**src/sv/lbc_pkg.sv**
```systemverilog
package lbc_pkg;

  // Default pool size
  localparam int NUM_BUFFERS_DEF = 32;

  // Request modes
  localparam logic [2:0] MODE_ACQUIRE = 3'd0;
  localparam logic [2:0] MODE_WRITE   = 3'd1;
  localparam logic [2:0] MODE_RELEASE = 3'd2;
  localparam logic [2:0] MODE_PIN     = 3'd3;
  localparam logic [2:0] MODE_UNPIN   = 3'd4;

  // Disk request codes
  localparam logic [1:0] DREQ_NONE  = 2'd0;
  localparam logic [1:0] DREQ_READ  = 2'd1;
  localparam logic [1:0] DREQ_WRITE = 2'd2;

  // Status codes
  localparam logic [1:0] STAT_OK        = 2'd0;
  localparam logic [1:0] STAT_NOFREE    = 2'd1;
  localparam logic [1:0] STAT_UNDERFLOW = 2'd2;

  localparam logic [7:0] COUNT_MAX = 8'hFF;

  typedef struct packed {
    logic [2:0]  mode;
    logic [7:0]  device;
    logic [31:0] block_number;
    logic [4:0]  buffer_index;
  } lbc_req_t;

  typedef struct packed {
    logic [4:0] result_index;
    logic       hit;
    logic [1:0] disk_request;
    logic [1:0] status;
  } lbc_res_t;

  // One buffer's tag, reference count and contents mark
  typedef struct packed {
    logic [7:0]  device;
    logic [31:0] blk_num;
    logic [7:0]  count;
    logic        valid;
  } lbc_entry_t;

  typedef enum logic [3:0] {
    S_CLEAR,
    S_IDLE,
    S_SCAN,
    S_ACQ_WR,
    S_ENT_WR,
    S_SH_RD,
    S_SH_WR,
    S_SH_HEAD,
    S_DONE
  } lbc_state_t;

  // What the shared compare unit looks for during a scan
  typedef enum logic [1:0] {
    SCAN_TAG,
    SCAN_FREE,
    SCAN_POS
  } lbc_scan_kind_t;

endpackage

```
**src/sv/lbc_if.sv**
```systemverilog
interface lbc_req_if;
  logic        valid;
  logic        ready;
  logic [2:0]  mode;
  logic [7:0]  device;
  logic [31:0] block_number;
  logic [4:0]  buffer_index;

  modport source (output valid, mode, device, block_number, buffer_index, input ready);
  modport sink   (input valid, mode, device, block_number, buffer_index, output ready);
endinterface

interface lbc_res_if;
  logic       valid;
  logic       ready;
  logic [4:0] result_index;
  logic       hit;
  logic [1:0] disk_request;
  logic [1:0] status;

  modport source (output valid, result_index, hit, disk_request, status, input ready);
  modport sink   (input valid, result_index, hit, disk_request, status, output ready);
endinterface

```
**src/sv/lbc_match.sv**
```systemverilog
module lbc_match #(
  parameter int NUM_BUFFERS = lbc_pkg::NUM_BUFFERS_DEF
) (
  input  lbc_pkg::lbc_scan_kind_t        kind,
  input  lbc_pkg::lbc_entry_t            ent,
  input  logic [$clog2(NUM_BUFFERS)-1:0] idx,
  input  logic [$clog2(NUM_BUFFERS)-1:0] target,
  input  logic [7:0]                     device,
  input  logic [31:0]                    block_number,
  output logic                           match
);
  import lbc_pkg::*;

  // Shared compare: tag equality, free buffer, or list position of a buffer
  always_comb begin
    unique case (kind)
      SCAN_TAG:  match = (ent.device == device) && (ent.blk_num == block_number);
      SCAN_FREE: match = (ent.count == 8'd0);
      SCAN_POS:  match = (idx == target);
      default:   match = 1'b0;
    endcase
  end

endmodule

```
**src/sv/lbc_ctrl.sv**
```systemverilog
module lbc_ctrl #(
  parameter int NUM_BUFFERS = lbc_pkg::NUM_BUFFERS_DEF
) (
  input  logic              clk,
  input  logic              rst,
  input  logic              in_valid,
  output logic              in_ready,
  input  lbc_pkg::lbc_req_t in_req,
  output logic              out_valid,
  input  logic              out_ready,
  output lbc_pkg::lbc_res_t out_res
);
  import lbc_pkg::*;

  localparam int IW = $clog2(NUM_BUFFERS);
  localparam logic [IW-1:0] LAST_POS = IW'(NUM_BUFFERS - 1);

  // Tag/count memory by buffer, recency memory by list position (0 = most recent)
  lbc_entry_t    ent_mem [NUM_BUFFERS];
  logic [IW-1:0] rec_mem [NUM_BUFFERS];

  lbc_state_t     state, state_next;
  lbc_scan_kind_t kind;
  lbc_req_t       rq;
  lbc_res_t       res;
  lbc_entry_t     ent_q, fent, ent_wdata;
  logic [IW-1:0]  rec_q;
  logic [IW-1:0]  rec_raddr, rec_waddr, rec_wdata, ent_raddr, ent_waddr;
  logic           rec_we, ent_we;
  logic [IW-1:0]  clr_pos, issue_pos, sh_pos, fidx;
  logic           issue_done;
  logic           v1, last1, v2, last2;
  logic [IW-1:0]  pos1, idx2, pos2;
  logic           match, s2_hit, s2_end;
  logic           in_range, named_rmw;
  logic [IW-1:0]  target;
  logic [IW-1:0]  end_pos;

  assign target   = IW'(rq.buffer_index);
  assign in_range = 32'(in_req.buffer_index) < NUM_BUFFERS;
  assign named_rmw = in_range && ((in_req.mode == MODE_RELEASE) ||
                     (in_req.mode == MODE_PIN) || (in_req.mode == MODE_UNPIN));
  assign end_pos  = (kind == SCAN_FREE) ? '0 : LAST_POS;
  assign s2_hit   = v2 && match;
  assign s2_end   = v2 && last2 && !match;
  assign out_res  = res;

  lbc_match #(.NUM_BUFFERS(NUM_BUFFERS)) u_match (
    .kind         (kind),
    .ent          (ent_q),
    .idx          (idx2),
    .target       (target),
    .device       (rq.device),
    .block_number (rq.block_number),
    .match        (match)
  );

  // Memories: one write and one registered read each
  always_ff @(posedge clk) begin
    if (ent_we) ent_mem[ent_waddr] <= ent_wdata;
    if (rec_we) rec_mem[rec_waddr] <= rec_wdata;
    ent_q <= ent_mem[ent_raddr];
    rec_q <= rec_mem[rec_raddr];
  end

  // State register
  always_ff @(posedge clk) begin
    if (rst) state <= S_CLEAR;
    else     state <= state_next;
  end

  // Next state, memory ports and handshake
  always_comb begin
    state_next = state;
    in_ready   = 1'b0;
    out_valid  = 1'b0;
    rec_raddr  = issue_pos;
    ent_raddr  = rec_q;
    rec_we     = 1'b0;
    rec_waddr  = '0;
    rec_wdata  = '0;
    ent_we     = 1'b0;
    ent_waddr  = fidx;
    ent_wdata  = fent;
    unique case (state)
      S_CLEAR: begin
        rec_we    = 1'b1;
        rec_waddr = clr_pos;
        rec_wdata = LAST_POS - clr_pos;
        ent_we    = 1'b1;
        ent_waddr = clr_pos;
        ent_wdata = '0;
        if (clr_pos == LAST_POS) state_next = S_IDLE;
      end
      S_IDLE: begin
        in_ready  = 1'b1;
        ent_raddr = IW'(in_req.buffer_index);
        if (in_valid) begin
          if (in_req.mode == MODE_ACQUIRE) state_next = S_SCAN;
          else if (named_rmw)              state_next = S_ENT_WR;
          else                             state_next = S_DONE;
        end
      end
      S_SCAN: begin
        if (s2_hit) begin
          if (kind != SCAN_POS)   state_next = S_ACQ_WR;
          else if (pos2 == '0)    state_next = S_DONE;
          else                    state_next = S_SH_RD;
        end else if (s2_end && kind != SCAN_TAG) begin
          state_next = S_DONE;
        end
      end
      S_ACQ_WR: begin
        ent_we          = 1'b1;
        ent_wdata.valid = 1'b1;
        if (kind == SCAN_TAG) begin
          if (fent.count != COUNT_MAX) ent_wdata.count = fent.count + 8'd1;
        end else begin
          ent_wdata.device  = rq.device;
          ent_wdata.blk_num = rq.block_number;
          ent_wdata.count   = 8'd1;
        end
        state_next = S_DONE;
      end
      S_ENT_WR: begin
        ent_waddr = target;
        ent_wdata = ent_q;
        if (rq.mode == MODE_PIN) begin
          ent_we = (ent_q.count != COUNT_MAX);
          ent_wdata.count = ent_q.count + 8'd1;
          state_next = S_DONE;
        end else if (ent_q.count == 8'd0) begin
          state_next = S_DONE;
        end else begin
          ent_we = 1'b1;
          ent_wdata.count = ent_q.count - 8'd1;
          if (rq.mode == MODE_RELEASE && ent_q.count == 8'd1) state_next = S_SCAN;
          else                                                  state_next = S_DONE;
        end
      end
      S_SH_RD: begin
        rec_raddr  = sh_pos - 1'b1;
        state_next = S_SH_WR;
      end
      S_SH_WR: begin
        rec_we     = 1'b1;
        rec_waddr  = sh_pos;
        rec_wdata  = rec_q;
        rec_raddr  = sh_pos - IW'(2);
        if (sh_pos == IW'(1)) state_next = S_SH_HEAD;
      end
      S_SH_HEAD: begin
        rec_we     = 1'b1;
        rec_waddr  = '0;
        rec_wdata  = target;
        state_next = S_DONE;
      end
      S_DONE: begin
        out_valid = 1'b1;
        if (out_ready) state_next = S_IDLE;
      end
      default: state_next = S_IDLE;
    endcase
  end

  // Datapath: scan pipeline, found buffer, pending result
  always_ff @(posedge clk) begin
    if (rst) begin
      clr_pos <= '0;
      v1      <= 1'b0;
      v2      <= 1'b0;
    end else begin
      v1 <= 1'b0;
      v2 <= 1'b0;
      unique case (state)
        S_CLEAR: clr_pos <= clr_pos + 1'b1;
        S_IDLE: begin
          if (in_valid) begin
            rq                 <= in_req;
            res.result_index   <= in_req.buffer_index;
            res.hit            <= 1'b0;
            res.status         <= STAT_OK;
            res.disk_request   <= (in_req.mode == MODE_WRITE && in_range) ?
                                  DREQ_WRITE : DREQ_NONE;
            kind               <= SCAN_TAG;
            issue_pos          <= '0;
            issue_done         <= 1'b0;
          end
        end
        S_SCAN: begin
          // issue a list read, then an entry read, then compare
          if (!issue_done) begin
            v1    <= 1'b1;
            pos1  <= issue_pos;
            last1 <= (issue_pos == end_pos);
            if (issue_pos == end_pos)   issue_done <= 1'b1;
            else if (kind == SCAN_FREE) issue_pos  <= issue_pos - 1'b1;
            else                        issue_pos  <= issue_pos + 1'b1;
          end
          v2    <= v1;
          idx2  <= rec_q;
          pos2  <= pos1;
          last2 <= last1;
          if (s2_hit) begin
            v1     <= 1'b0;
            v2     <= 1'b0;
            fidx   <= idx2;
            fent   <= ent_q;
            sh_pos <= pos2;
            if (kind != SCAN_POS) begin
              res.result_index <= 5'(idx2);
              res.hit          <= (kind == SCAN_TAG);
              res.disk_request <= (kind == SCAN_FREE || !ent_q.valid) ?
                                  DREQ_READ : DREQ_NONE;
            end
          end else if (s2_end) begin
            v1 <= 1'b0;
            v2 <= 1'b0;
            if (kind == SCAN_TAG) begin
              // miss: look for the least recent free buffer
              kind       <= SCAN_FREE;
              issue_pos  <= LAST_POS;
              issue_done <= 1'b0;
            end else if (kind == SCAN_FREE) begin
              res.result_index <= '0;
              res.hit          <= 1'b0;
              res.disk_request <= DREQ_NONE;
              res.status       <= STAT_NOFREE;
            end
          end
        end
        S_ENT_WR: begin
          if (rq.mode != MODE_PIN && ent_q.count == 8'd0) begin
            res.status <= STAT_UNDERFLOW;
          end else if (rq.mode == MODE_RELEASE && ent_q.count == 8'd1) begin
            // count reaches zero: find the buffer's list position
            kind       <= SCAN_POS;
            issue_pos  <= '0;
            issue_done <= 1'b0;
          end
        end
        S_SH_WR: sh_pos <= sh_pos - 1'b1;
        default: ;
      endcase
    end
  end

  // Memories are stable while a scan walks them
  a_no_write_in_scan: assert property (@(posedge clk) disable iff (rst)
    (state == S_SCAN) |-> (!ent_we && !rec_we))
    else $error("memory written during scan");

  a_shift_ptr: assert property (@(posedge clk) disable iff (rst)
    (state == S_SH_WR) |-> (sh_pos != '0))
    else $error("shift pointer reached head");

  a_pipe_order: assert property (@(posedge clk) disable iff (rst)
    v2 |-> $past(v1))
    else $error("compare stage valid without a list read");

  a_accept_leaves_idle: assert property (@(posedge clk) disable iff (rst)
    (state == S_IDLE && in_valid) |=> (state != S_IDLE))
    else $error("accepted request not started");

  a_nofree_result: assert property (@(posedge clk) disable iff (rst)
    (out_valid && out_res.status == STAT_NOFREE) |->
    (out_res.result_index == 5'd0 && !out_res.hit && out_res.disk_request == DREQ_NONE))
    else $error("no-free result carries a buffer");

endmodule

```
**src/sv/lru_block_buffer_cache_unit.sv**
```systemverilog
// LRU block buffer cache: tag, reference count and recency manager for a
// pool of NUM_BUFFERS disk block buffers.
//
// Channels: req (sink) takes mode, device, block_number and buffer_index;
// res (source) returns result_index, hit, disk_request and status. Both use
// valid/ready; a request moves at a clock edge with both high. Exactly one
// result is returned per request, in order.
//
// Timing: one request at a time, ready only when the sequencer is idle.
// An acquire walks the list from the head until a tag hit; a miss then
// walks it again from the tail for a free buffer. Release to a zero count
// searches the list for the buffer and shifts it to the head.
//
// Reset: synchronous rst starts a clearing pass that zeroes tags and counts
// and rebuilds the recency list; req is not ready during it.
//
// Stall: a finished result sits in the output register; the next request
// is still taken and worked, and only its result waits for the register.
module lru_block_buffer_cache_unit #(
  parameter int NUM_BUFFERS = lbc_pkg::NUM_BUFFERS_DEF
) (
  input logic        clk,
  input logic        rst,
  lbc_req_if.sink    req,
  lbc_res_if.source  res
);
  import lbc_pkg::*;

  lbc_req_t in_req;
  lbc_res_t ctrl_res, res_q;
  logic     in_ready, ctrl_valid, ctrl_ready, res_valid;

  assign in_req.mode         = req.mode;
  assign in_req.device       = req.device;
  assign in_req.block_number = req.block_number;
  assign in_req.buffer_index = req.buffer_index;
  assign req.ready           = in_ready;

  lbc_ctrl #(.NUM_BUFFERS(NUM_BUFFERS)) u_ctrl (
    .clk       (clk),
    .rst       (rst),
    .in_valid  (req.valid),
    .in_ready  (in_ready),
    .in_req    (in_req),
    .out_valid (ctrl_valid),
    .out_ready (ctrl_ready),
    .out_res   (ctrl_res)
  );

  // Output register: loads when empty or being drained
  assign ctrl_ready = !res_valid || res.ready;

  always_ff @(posedge clk) begin
    if (rst) begin
      res_valid <= 1'b0;
    end else if (ctrl_ready) begin
      res_valid <= ctrl_valid;
    end
  end

  always_ff @(posedge clk) begin
    if (ctrl_valid && ctrl_ready) res_q <= ctrl_res;
  end

  assign res.valid        = res_valid;
  assign res.result_index = res_q.result_index;
  assign res.hit          = res_q.hit;
  assign res.disk_request = res_q.disk_request;
  assign res.status       = res_q.status;

endmodule
```
**src/flat_wrapper.sv**
```systemverilog
// flat-port wrapper written by rule: the top's interface ports become plain ports
module lru_block_buffer_cache_unit_flat import lbc_pkg::*;
#(
  parameter int NUM_BUFFERS = lbc_pkg::NUM_BUFFERS_DEF
)
  (clk, rst, req_valid, req_mode, req_device, req_block_number, req_buffer_index, req_ready, res_valid, res_result_index, res_hit, res_disk_request, res_status, res_ready);
  lbc_req_if req_i ();
  lbc_res_if res_i ();
  input logic clk;
  input logic rst;
  input wire logic [$bits(req_i.valid)-1:0] req_valid;
  input wire logic [$bits(req_i.mode)-1:0] req_mode;
  input wire logic [$bits(req_i.device)-1:0] req_device;
  input wire logic [$bits(req_i.block_number)-1:0] req_block_number;
  input wire logic [$bits(req_i.buffer_index)-1:0] req_buffer_index;
  output wire logic [$bits(req_i.ready)-1:0] req_ready;
  output wire logic [$bits(res_i.valid)-1:0] res_valid;
  output wire logic [$bits(res_i.result_index)-1:0] res_result_index;
  output wire logic [$bits(res_i.hit)-1:0] res_hit;
  output wire logic [$bits(res_i.disk_request)-1:0] res_disk_request;
  output wire logic [$bits(res_i.status)-1:0] res_status;
  input wire logic [$bits(res_i.ready)-1:0] res_ready;
  assign req_i.valid = req_valid;
  assign req_i.mode = req_mode;
  assign req_i.device = req_device;
  assign req_i.block_number = req_block_number;
  assign req_i.buffer_index = req_buffer_index;
  assign req_ready = req_i.ready;
  assign res_valid = res_i.valid;
  assign res_result_index = res_i.result_index;
  assign res_hit = res_i.hit;
  assign res_disk_request = res_i.disk_request;
  assign res_status = res_i.status;
  assign res_i.ready = res_ready;
  lru_block_buffer_cache_unit #(.NUM_BUFFERS(NUM_BUFFERS)) u_core (.clk(clk), .rst(rst), .req(req_i), .res(res_i));
endmodule
```
**config.mk**
```make
export PLATFORM = sky130hd
export DESIGN_NAME = lru_block_buffer_cache_unit_flat
export DESIGN_NICKNAME = d
export VERILOG_FILES = /design/src/sv/lbc_pkg.sv /design/src/sv/lbc_if.sv /design/src/sv/lbc_match.sv /design/src/sv/lbc_ctrl.sv /design/src/sv/lru_block_buffer_cache_unit.sv /design/src/flat_wrapper.sv
export SDC_FILE = /design/constraint.sdc
export NUM_CORES = 2
export LEC_CHECK = 0
export BUFFER_PORTS_ARGS = -buffer_cell sky130_fd_sc_hd__buf_2
export CAP_MARGIN = 0
export CORE_AREA = 2 2 468 470
export CTS_CLUSTER_DIAMETER = 30
export DETAILED_ROUTE_END_ITERATION = 10
export DIE_AREA = 0 0 470 472
export PLACE_DENSITY = 0.45
export SYNTH_ARGS = -nofsm -noshare
export SYNTH_HDL_FRONTEND = slang
export SYNTH_SLANG_ARGS = --single-unit
```
**constraint.sdc**
```tcl
create_clock -name clk -period 9.1 [get_ports clk]
set_clock_uncertainty 0.2 [all_clocks]
set_input_delay 2.73 -clock clk [delete_from_list [all_inputs] [get_ports clk]]
set_output_delay 2.73 -clock clk [all_outputs]
set_load 0.01 [all_outputs]
```
==> reports/results.txt <==
Leak -> 0.0340 uW
WL met1 -> 98300 um
cts repair resizes -> 0
WL met2 -> 109000 um
Post-synth EDFFs -> 1880
Clock Latency Late Sink -> 0.96 ns
grt ovf -> 0
Initial Util -> 34.9%
top cell type's share of synthesized area -> 74.7%
total power draw -> 26100 uW
yosys warns -> 0
DRC Markers -> 0
Yosys cell types -> 80
# Max-Cap Violations -> 0
Final GP Congestion -> 0.760
Syn Nets -> 3926
Hold Violations, Final -> 0
syn avg cell area -> 19.6 um2
Highest Signal Layer -> met4
Post-CTS Hold Buffers -> 0
drt total wl -> 223000 um
Yosys top cell by area -> edfxtp_1
IO buf count -> 63
antenna violations before repair -> 1
fraction of layout instances using a drive strength above 1 -> 29.1%
Seq pwr share -> 37.8%
IO Pins -> 64
drt pass-1 iters -> 6
Worst EP arrival -> 3.22 ns
Mapped Area -> 75600 um2
RSZ-0062 raised after global routing -> no
Via density -> 5.33
WS Path Type -> register to output port
top cells by area, synth -> edfxtp_1 75%, mux4_2 12%, nand2_1 2.1%
clk slew on worst S/H paths -> 0.05 ns
setup bufs post-CTS -> 0
nets -> 4351
CTS buffer count -> 449
1st-iter DRT viols -> 4081
worst path bufs/invs -> 2
Main synth FF type -> edfxtp_1
CTS tree -> built
post-synthesis sequential area ratio -> 76.4%
Std-Cell Rows -> 171
Switch Pwr -> 5130 uW
post-DP HPWL -> 112000 um
Syn Inst Count -> 3860
met3 WL -> 11600 um
CTS Sinks -> 1946
combinational power share -> 0.9%
synthesized flop and latch total -> 1946
GRT Total Usage -> 20.0%
htree depth -> 5
status -> complete, no violations
vias in the first global route -> 41484
critical-path cell list -> nor2_1, nand2_1, inv_1, buf_2
Post-DRT Antenna Nets -> 0
slowest stage cell, crit path -> dfxtp_1
Worst-Margin Slew -> 1.28 ns
Worst EP required -> 6.17 ns
P&R area growth vs syn -> 25.9%
DIE WIDTH -> 470 um
Fin Setup TNS -> 0 ns
Core ar. -> 217000 um2
Achievable Freq -> 0.162 GHz
Crit path largest cell delay -> 0.80 ns
Worst IR Drop VDD -> 0.000209 V
Clock Power Share -> 61.3%
wire length of the first global-routing pass -> 316000 um
clk buf depth -> 4
via count -> 40073
Hold Crit Class -> register to register
DR WL/cell -> 29.7 um
die area -> 222000 um2
crit path time final -> 6.15 ns
CP endpoint kind -> output port
delay-heaviest family, CP -> simple AND/OR/NAND/NOR gates
Slew headroom -> 14.8%
most frequent cells after synthesis -> 1880 x edfxtp_1, 423 x nand2_1, 405 x mux4_2
Die Span Y -> 472 um
largest net degree at the start of global routing -> 129
Pins Over Slew Limit -> 0
PD cells -> 274 nW/um2
Max Fanout on Critical Path -> 18
Fin Hold WS -> 0.212 ns
switching share of power -> 19.7%
Root Driver -> clkbuf_16
Setup Viol. Count Final -> 0
startpoint types -> register
Async SR Flop Fraction -> 0%
most frequent cell after synthesis -> edfxtp_1
final period utilization -> 67.6%
P_int -> 20900 uW
==> worst reg2reg max path: cells and delay by family (launching register included) <==
kind	cells	cell delay (ns)
DFF	1	0.80
and+or+nand+nor	5	2.24
AOI/OAI and AO/OA	2	0.47
buffers and inverters	3	1.45
==> layout by cell type (no fill, tap or decap), types with 64 or more instances in the layout <==
cell	n
bufinv_16	67
buf_4	98
nor2_1	70
clkbuf_16	453
nand2_1	418
clkinv_2	73
mux4_2	405
edfxtp_1	1880
clkbuf_1	64
nand3_1	117
dfxtp_1	66
==> metal layers <==
| layer | up-vias | GRT usage (%) |
|---|---|---|
| li1 | 16851 | - |
| met1 | 21555 | 27.5 |
| met2 | 1294 | 33.0 |
| met3 | 373 | 3.22 |
| met4 | 0 | 5.26 |
| met5 | - | 0 |
==> worst paths after layout <==
| check | startpoint | end | slack [ns] | cells past startpoint |
|---|---|---|---|---|
| setup / recovery | u_core.u_ctrl.state[2] | req_ready | 2.95 | 4 |
| hold / removal | u_core.u_ctrl.out_res[9] | u_core.res.result_index[4] | 0.21 | 0 |
| setup reg to reg | u_core.u_ctrl.state[2] | u_core.u_ctrl.ent_mem[1][7] | 3.55 | 10 |
| hold reg to reg | u_core.u_ctrl.out_res[9] | u_core.res.result_index[4] | 0.21 | 0 |
==> power groups by stage <==
stage,registers [uW],logic [uW],clock network (uW)
2_1_floorplan,10000,96.0,0
3_3_place_gp,10000,233,0
3_5_place_dp,10000,233,0
4_1_cts,9850,233,16200
5_1_grt,9850,239,16700
6_report,9850,224,16000
==> area by class of cell <==
class | instances | area [um2]
fillers | 18813 | 121000
flip-flops and latches | 1946 | 57800
multi-input cells | 1654 | 17100
clock buffers | 535 | 11800
well taps | 2854 | 3570
clock inverters | 291 | 3360
repair buffers | 174 | 1310
inverters | 60 | 225
diodes | 1 | 2.50
==> state kept, by name, summed over array words and instances (netlist names), 10 cells and up <==
register	flops
u_core.u_ctrl.ent_mem	1568
u_core.u_ctrl.rq	43
u_core.u_ctrl.fent	49
u_core.u_ctrl.rec_mem	160
u_core.u_ctrl.out_res	10
u_core.u_ctrl.ent_q	49
==> cells by family (layout without fill, tap and decap cells) <==
group	count (synthesis)	after routing	synth area share (%)
AOI/OAI and AO/OA	315	315	3.23
xor gates and xnor gates	55	55	0.637
adders and majority gates	14	14	0.242
buffers and inverters	260	1060	1.61
DFF	1946	1946	76.4
muxes	475	475	13.1
other	0	1	0
and+or+nand+nor	795	795	4.72
==> metrics by stage <==
| step | area [um2] | cells | utilization (%) | setup slack, ns |
|---|---|---|---|---|
| floorplan | 75600 | 3860 | - | 1.87 |
| global placement | 80000 | 6688 | 36.9 | 3.35 |
| detailed placement | 80000 | 6688 | 36.9 | 3.37 |
| CTS | 95200 | 7514 | 43.9 | 2.88 |
| global route | 95200 | 7514 | 43.9 | 2.71 |
| finish | 95200 | 7515 | 43.9 | 2.95 |
(Power assumes the default switching activity.)
